--- src/rtl/core/u8u16_pkg.sv ---
// Shared types and constants of the UTF-8 to UTF-16LE transcoder.
// No dependencies.
package u8u16_pkg;

	// Kind of a decoded item handed from the front part to the back part.
	typedef logic [1:0] kind_t;
	localparam kind_t KIND_UNIT = 2'd0;	// code point below 0x10000
	localparam kind_t KIND_PAIR = 2'd1;	// code point that needs surrogates
	localparam kind_t KIND_TERM = 2'd2;	// terminating zero

	localparam int CP_W = 21;
	localparam int UNIT_W = 16;

	localparam logic [CP_W-1:0] SUPP_BASE = 21'h10000;
	localparam logic [UNIT_W-1:0] HIGH_SURR_BASE = 16'hD800;
	localparam logic [UNIT_W-1:0] LOW_SURR_BASE = 16'hDC00;
	localparam logic [9:0] SURR_MASK = 10'h3FF;

	typedef struct packed {
		kind_t kind;
		logic [CP_W-1:0] cp;
	} cp_entry_t;

endpackage

--- src/rtl/core/u8u16_front.sv ---
// Front part: takes UTF-8 bytes, gathers code points and classifies them.
// Depends on u8u16_pkg.
module u8u16_front import u8u16_pkg::*; (
	input  logic clk,
	input  logic arst_n,
	input  logic byte_take,
	input  logic [7:0] text_byte,
	input  logic start_of_text,
	output logic entry_wr,
	output cp_entry_t entry
);

	logic [1:0] rem_q;
	logic [CP_W-1:0] acc_q;
	logic ended_q;

	logic [1:0] rem_eff, rem_d;
	logic [CP_W-1:0] acc_eff, acc_d, fin_cp;
	logic ended_eff, ended_d;
	logic fin, term;

	always_comb begin
		rem_eff = start_of_text ? 2'd0 : rem_q;
		acc_eff = start_of_text ? '0 : acc_q;
		ended_eff = start_of_text ? 1'b0 : ended_q;
		rem_d = rem_eff;
		acc_d = acc_eff;
		ended_d = ended_eff;
		fin = 1'b0;
		term = 1'b0;
		fin_cp = '0;
		if (!ended_eff) begin
			if (rem_eff != 2'd0) begin
				acc_d = {acc_eff[CP_W-7:0], text_byte[5:0]};
				rem_d = rem_eff - 2'd1;
				fin = (rem_d == 2'd0);
				fin_cp = acc_d;
			end else begin
				case (text_byte) inside
					[8'h00:8'h7F]: begin
						fin = 1'b1;
						fin_cp = {{(CP_W-8){1'b0}}, text_byte};
					end
					[8'hC0:8'hDF]: begin
						acc_d = {{(CP_W-5){1'b0}}, text_byte[4:0]};
						rem_d = 2'd1;
					end
					[8'hE0:8'hEF]: begin
						acc_d = {{(CP_W-4){1'b0}}, text_byte[3:0]};
						rem_d = 2'd2;
					end
					[8'hF0:8'hF7]: begin
						acc_d = {{(CP_W-3){1'b0}}, text_byte[2:0]};
						rem_d = 2'd3;
					end
					default: begin
						term = 1'b1;
					end
				endcase
			end
			// A code point of zero ends the text just as a bad lead byte does.
			if (fin && fin_cp == '0) begin
				term = 1'b1;
			end
			if (term) begin
				ended_d = 1'b1;
			end
		end
	end

	always_ff @(posedge clk or negedge arst_n) begin
		if (!arst_n) begin
			rem_q <= 2'd0;
			acc_q <= '0;
			ended_q <= 1'b0;
		end else if (byte_take) begin
			rem_q <= rem_d;
			acc_q <= acc_d;
			ended_q <= ended_d;
		end
	end

	assign entry_wr = byte_take && (fin || term);

	always_comb begin
		entry.cp = fin_cp;
		if (term) begin
			entry.kind = KIND_TERM;
		end else if (fin_cp >= SUPP_BASE) begin
			entry.kind = KIND_PAIR;
		end else begin
			entry.kind = KIND_UNIT;
		end
	end

endmodule

--- src/rtl/core/u8u16_fifo.sv ---
// Short queue of classified code points between the front and back parts.
// Depends on u8u16_pkg.
module u8u16_fifo import u8u16_pkg::*; #(
	parameter int DEPTH = 4
) (
	input  logic clk,
	input  logic arst_n,
	input  logic wr,
	input  cp_entry_t wr_entry,
	input  logic rd,
	output cp_entry_t rd_entry,
	output logic not_empty,
	output logic full
);

	localparam int AW = (DEPTH > 1) ? $clog2(DEPTH) : 1;
	localparam int CW = $clog2(DEPTH + 1);

	cp_entry_t mem_q [DEPTH];
	logic [AW-1:0] wr_ptr_q, rd_ptr_q;
	logic [CW-1:0] count_q;
	logic do_wr, do_rd;

	assign full = (count_q == CW'(DEPTH));
	assign not_empty = (count_q != '0);
	assign do_wr = wr && !full;
	assign do_rd = rd && not_empty;
	assign rd_entry = mem_q[rd_ptr_q];

	always_ff @(posedge clk) begin
		if (do_wr) begin
			mem_q[wr_ptr_q] <= wr_entry;
		end
	end

	always_ff @(posedge clk or negedge arst_n) begin
		if (!arst_n) begin
			wr_ptr_q <= '0;
			rd_ptr_q <= '0;
			count_q <= '0;
		end else begin
			if (do_wr) begin
				wr_ptr_q <= (wr_ptr_q == AW'(DEPTH - 1)) ? '0 : wr_ptr_q + 1'b1;
			end
			if (do_rd) begin
				rd_ptr_q <= (rd_ptr_q == AW'(DEPTH - 1)) ? '0 : rd_ptr_q + 1'b1;
			end
			if (do_wr && !do_rd) begin
				count_q <= count_q + 1'b1;
			end else if (do_rd && !do_wr) begin
				count_q <= count_q - 1'b1;
			end
		end
	end

endmodule

--- src/rtl/core/u8u16_back.sv ---
// Back part: turns queued code points into UTF-16 units in an output register.
// Depends on u8u16_pkg.
module u8u16_back import u8u16_pkg::*; (
	input  logic clk,
	input  logic arst_n,
	input  logic head_valid,
	input  cp_entry_t head,
	output logic head_pop,
	input  logic pop,
	output logic empty,
	output logic [15:0] utf16_unit,
	output logic end_of_text,
	output logic last_of_run
);

	logic out_valid_q;
	logic [UNIT_W-1:0] unit_q;
	logic eot_q, last_q;
	logic half_q;

	logic load;
	logic [CP_W-1:0] offs;
	logic [UNIT_W-1:0] high_unit, low_unit, unit_d;
	logic eot_d, last_d, high_d;

	assign offs = head.cp - SUPP_BASE;
	assign high_unit = UNIT_W'(offs[CP_W-1:10]) + HIGH_SURR_BASE;
	assign low_unit = {6'd0, head.cp[9:0] & SURR_MASK} + LOW_SURR_BASE;

	assign load = head_valid && (!out_valid_q || pop);

	always_comb begin
		unit_d = head.cp[UNIT_W-1:0];
		eot_d = 1'b0;
		last_d = 1'b1;
		high_d = 1'b0;
		case (head.kind)
			KIND_PAIR: begin
				if (!half_q) begin
					unit_d = high_unit;
					last_d = 1'b0;
					high_d = 1'b1;
				end else begin
					unit_d = low_unit;
				end
			end
			KIND_TERM: begin
				unit_d = '0;
				eot_d = 1'b1;
			end
			default: begin
				unit_d = head.cp[UNIT_W-1:0];
			end
		endcase
	end

	// The queue entry stays at the head until its last unit is loaded.
	assign head_pop = load && !high_d;

	always_ff @(posedge clk or negedge arst_n) begin
		if (!arst_n) begin
			out_valid_q <= 1'b0;
			half_q <= 1'b0;
		end else begin
			if (load) begin
				out_valid_q <= 1'b1;
				half_q <= high_d;
			end else if (pop) begin
				out_valid_q <= 1'b0;
			end
		end
	end

	always_ff @(posedge clk) begin
		if (load) begin
			unit_q <= unit_d;
			eot_q <= eot_d;
			last_q <= last_d;
		end
	end

	assign empty = !out_valid_q;
	assign utf16_unit = unit_q;
	assign end_of_text = eot_q;
	assign last_of_run = last_q;

endmodule

--- src/rtl/core/utf8_to_utf16le_transcoder.sv ---
// UTF-8 to UTF-16LE transcoder, top level. Bytes enter through a queue-like
// push/full port and UTF-16 code units leave through an empty/pop port. One
// byte is taken per cycle while full is low. A byte that completes a code point
// below 0x10000 yields one unit, one at or above it yields a high and then a low
// surrogate, and a NUL, an invalid lead byte or a decoded zero yields a
// terminating zero unit with end_of_text set, after which bytes are dropped
// until start_of_text. A unit passes through the queue and then the output
// register before it appears on the result ports. The sustained rate is one
// byte per cycle as long as results are popped every cycle; it is set by the
// back part, which loads one unit per cycle into the output register while that
// register is empty or being popped. Since a surrogate pair needs a four-byte
// sequence, units never outrun the bytes, so full is raised only when results
// are not popped and the FIFO_DEPTH-entry queue between front and back fills;
// it stays up until the back part catches up.
module utf8_to_utf16le_transcoder import u8u16_pkg::*; #(
	parameter int FIFO_DEPTH = 4
) (
	input  logic clk,
	input  logic arst_n,
	input  logic push,
	output logic full,
	input  logic [7:0] text_byte,
	input  logic start_of_text,
	output logic empty,
	input  logic pop,
	output logic [15:0] utf16_unit,
	output logic end_of_text,
	output logic last_of_run
);

	logic byte_take;
	logic entry_wr;
	cp_entry_t entry, head;
	logic head_valid, head_pop, q_full;

	// A byte transfer happens only when the queue can take whatever it yields.
	assign full = q_full;
	assign byte_take = push && !q_full;

	u8u16_front u_front (
		.clk(clk),
		.arst_n(arst_n),
		.byte_take(byte_take),
		.text_byte(text_byte),
		.start_of_text(start_of_text),
		.entry_wr(entry_wr),
		.entry(entry)
	);

	u8u16_fifo #(
		.DEPTH(FIFO_DEPTH)
	) u_fifo (
		.clk(clk),
		.arst_n(arst_n),
		.wr(entry_wr),
		.wr_entry(entry),
		.rd(head_pop),
		.rd_entry(head),
		.not_empty(head_valid),
		.full(q_full)
	);

	u8u16_back u_back (
		.clk(clk),
		.arst_n(arst_n),
		.head_valid(head_valid),
		.head(head),
		.head_pop(head_pop),
		.pop(pop),
		.empty(empty),
		.utf16_unit(utf16_unit),
		.end_of_text(end_of_text),
		.last_of_run(last_of_run)
	);

endmodule

--- config.mk ---
export PLATFORM = sky130hd
export DESIGN_NAME = utf8_to_utf16le_transcoder
export DESIGN_NICKNAME = d
export VERILOG_FILES = /design/src/rtl/core/u8u16_pkg.sv /design/src/rtl/core/u8u16_front.sv /design/src/rtl/core/u8u16_fifo.sv /design/src/rtl/core/u8u16_back.sv /design/src/rtl/core/utf8_to_utf16le_transcoder.sv
export SDC_FILE = /design/constraint.sdc
export NUM_CORES = 1
export LEC_CHECK = 0
export BUFFER_PORTS_ARGS = -buffer_cell sky130_fd_sc_hd__buf_2
export CAP_MARGIN = 20
export CORE_UTILIZATION = 65
export CTS_CLUSTER_DIAMETER = 120
export DETAILED_ROUTE_END_ITERATION = 7
export PLACE_DENSITY_LB_ADDON = 0.05
export SLEW_MARGIN = 20
export SYNTH_ARGS = -nofsm -noshare
export SYNTH_HDL_FRONTEND = slang
export SYNTH_SLANG_ARGS = --single-unit
--- constraint.sdc ---
create_clock -name clk -period 6.95 [get_ports clk]
set_input_delay 1.0425 -clock clk [delete_from_list [all_inputs] [get_ports clk]]
set_output_delay 1.0425 -clock clk [all_outputs]
set_load 0.01 [all_outputs]
==> flow_metrics.py <==
metrics = {
    "die": {
        "die_w_um": 96.7,
        "die_y_um": 96.7,
        "coreArea_um2": 8720,
        "start_util_pct": 66.9,
        "row_count": 34,
        "design.die.area_um2": 9360,
        "pin_count": 33,
    },
    "logic_synthesis": {
        "avgSynthCellArea_um2": 16.8,
        "synthCells": 347,
        "synth_compound_area_share_pct": 8.88,
        "ys_types": 48,
        "synth_top_family_by_area": "multiplexers",
        "synth-xor-area-share_pct": 0.751,
        "synthTopCellsByCount": "edfxtp_1, a22o_1, dfrtp_1",
        "syn_nets": 370,
        "synthSimpleGateAreaFrac_pct": 6.82,
        "synth_ff_type": "edfxtp_1",
        "synth_area_um2": 5830,
        "synthAdderAreaFrac_pct": 2.27,
        "async_reset_ff_share_pct": 19.7,
        "muxShareOfSynthArea_pct": 10.1,
        "synth_top_area_share_pct": 56.6,
        "synthMostInstantiatedCell": "edfxtp_1",
        "synth_top_area_cell": "edfxtp_1",
        "synth_top_cells_by_area": "edfxtp_1, dfrtp_1, mux4_2",
        "ys_warn_count": 0,
        "synth_edf_count": 110,
        "ys_ff_latch": 137,
        "synth-seq-area-share_pct": 68.2,
    },
    "global_routing": {
        "grt_pass1_wl_mm": 18.0,
        "grt_pass1_vias": 3326,
        "antenna_found_initial": 0,
        "grt_max_degree": 28,
        "gr-total-overflow": 0,
        "grt_usage_pct": 26.3,
    },
    "worst_setup_path": {
        "slowest_stage": "dfrtp_1",
        "crit_path_start_kind": "register",
        "cpPeakStageDelay_ns": 0.56,
        "cp_common_cell": "inv_1",
        "worstSetupEndpointType": "register",
        "cp.arrival_ns": 3.93,
        "worstSetupPathType": "reg2reg",
        "cp.buffers_inverters": 4,
        "cp_top_family": "adder cells",
        "cp_cell_sequence": "buf_4 -> mux4_2 -> inv_1 -> ha_1 -> nand2_1 -> and2_1 -> inv_1 -> ha_1 -> inv_1 -> fa_1 -> xor2_1 -> nor2_1 -> xor2_1",
        "crit_path_max_fanout": 18,
        "worstPathRequired_ns": 7.39,
    },
    "timing": {
        "max_freq_mhz": 286,
        "slew_headroom_pct": 28.0,
        "finalHoldViolCount": 0,
        "tightest_slew_ns": 1.08,
        "hold_slack_ns": 0.502,
        "setup_viol": 0,
        "fin_skew_ns": 0.00776,
        "finalWorstSetupSlack_ns": 3.46,
        "rsz0062_at_grt": "no",
        "tns_ns": 0,
        "post-route-period-util_pct": 50.3,
        "slew_violations": 0,
        "period_needed_ns": 3.49,
    },
    "power": {
        "p_leak_nw": 2.55,
        "cellPowerDensity_nw_per_um2": 479,
        "ir_worst_vdd_mv": 0.239,
        "power_mw": 3.21,
    },
    "clock_network": {
        "cts_buffers": 17,
        "htreeDepth": 4,
        "clockRootBuffer": "clkbuf_8",
        "cts_tree": "done",
        "cts-resized-gates": 0,
        "cts_buffer_depth": 2,
        "clkTransAtPathRegs_ns": 0.06,
        "cts_sinks": 137,
        "clk_latency_ns": 0.52,
        "cts_hold_buf": 0,
        "post_cts_buffers": 0,
    },
    "final_layout": {
        "layout.cells.non_filler": 507,
        "antenna_cells": 0,
        "final_nets": 409,
        "fillers": 478,
        "drive_gt1_share_pct": 26.1,
        "area_growth_pct": 15.0,
    },
    "detailed_routing": {
        "firstDrtPassIters": 4,
        "drtAntennaViolNets": 0,
        "wl_mm": 11.1,
        "viasPerCell": 6.31,
        "wl_per_cell_um": 21.9,
        "via_count": 3198,
        "drc": 0,
        "drtIter0Drc": 235,
    },
    "run": {
        "drv_cap": 0,
    },
    "placed_design": {
        "gp_congestion": 0.868,
        "hpwlAfterDp_mm": 6.87,
        "dp_cells": 475,
        "pre_cts_slack_ns": 3.51,
        "io_buffers": 32,
    },
    "outcome": {
        "status": "finished, final reports clean",
    },
    "min_path": {
        "hold_class": "reg2reg",
    },
}
-- final cells by class --
class / instances / area [um^2] / area share [%]
clock inverter: 13 / 241 / 3.60
clock buffer: 19 / 422 / 6.29
tap: 108 / 135 / 2.01
multi-input combinational: 178 / 1690 / 25.2
timing repair buffer: 34 / 175 / 2.61
sequential: 137 / 3980 / 59.3
inverter: 18 / 67.6 / 1.01
-- cell usage in the layout, fill, tap and decap left out, drive strengths merged, types with 2 or more instances in the layout --
cell,n
mux4,23
edfxtp,110
xnor2,3
or4,3
a32o,4
inv,20
clkbuf,19
mux2,5
xor2,2
nor3,5
nand2,16
o21ai,11
a21oi,6
buf,34
nand2b,3
ha,9
nor4,2
a22o,28
bufinv,6
o21a,2
and2,27
o31ai,3
nor2,9
clkinv,5
nand3,2
dfrtp,27
-- where the power goes --
part | internal (mW) | switching [mW] | total (mW)
Sequential | 1.14 | 0.112 | 1.25
Clock | 0.660 | 0.341 | 1.00
Combinational | 0.435 | 0.526 | 0.961
Total | 2.23 | 0.979 | 3.21
-- cell families (layout without fill, tap and decap cells) --
kind of cell	Yosys count	count (layout)
flops	137	137
simple gates	71	71
compound gates	63	63
buf+inv	32	84
mux	29	29
fa+ha+maj	10	10
xor+xnor	5	5
-- final timing paths --
kind	startpoint	endpoint	slack, ns	depth (start not counted)
max in group asynchronous	arst_n	u_front.acc_q[11]	5.98	1
min	u_fifo.count_q[2]	u_fifo.count_q[2]	0.50	1
min in group asynchronous	arst_n	u_back.half_q	0.55	1
max reg2reg	u_fifo.rd_ptr_q[1]	u_fifo.count_q[2]	3.46	13
max	u_fifo.rd_ptr_q[1]	u_fifo.count_q[2]	3.46	13
min reg2reg	u_fifo.count_q[2]	u_fifo.count_q[2]	0.50	1
-- metrics by stage --
stage	util [%]	instance area (um^2)
after floorplan	-	5830
after global placement	69.3	6040
after detailed placement	69.3	6040
after CTS	76.9	6710
after global routing	76.9	6710
final	76.9	6710
-- registers in the layout (all words and copies together) (netlist names), 2 cells and up --
| signal | count |
|---|---|
| u_back.utf16_unit | 16 |
| u_fifo.wr_ptr_q | 2 |
| u_fifo.count_q | 3 |
| u_fifo.rd_ptr_q | 2 |
| u_front.acc_q | 15 |
| u_front.rem_q | 2 |
| u_fifo.mem_q | 92 |
-- routing by layer --
metal	part of all wire [%]	wire (um)	global-route usage [%]	up-vias
met3	5.9	657	6.21	20
li1	-	-	-	1436
met4	1.8	202	11.7	0
met5	0	0	0	-
met1	42	4640	35.5	1617
met2	50	5590	41.5	125
Note: power is estimated with default switching activity, not from simulation.
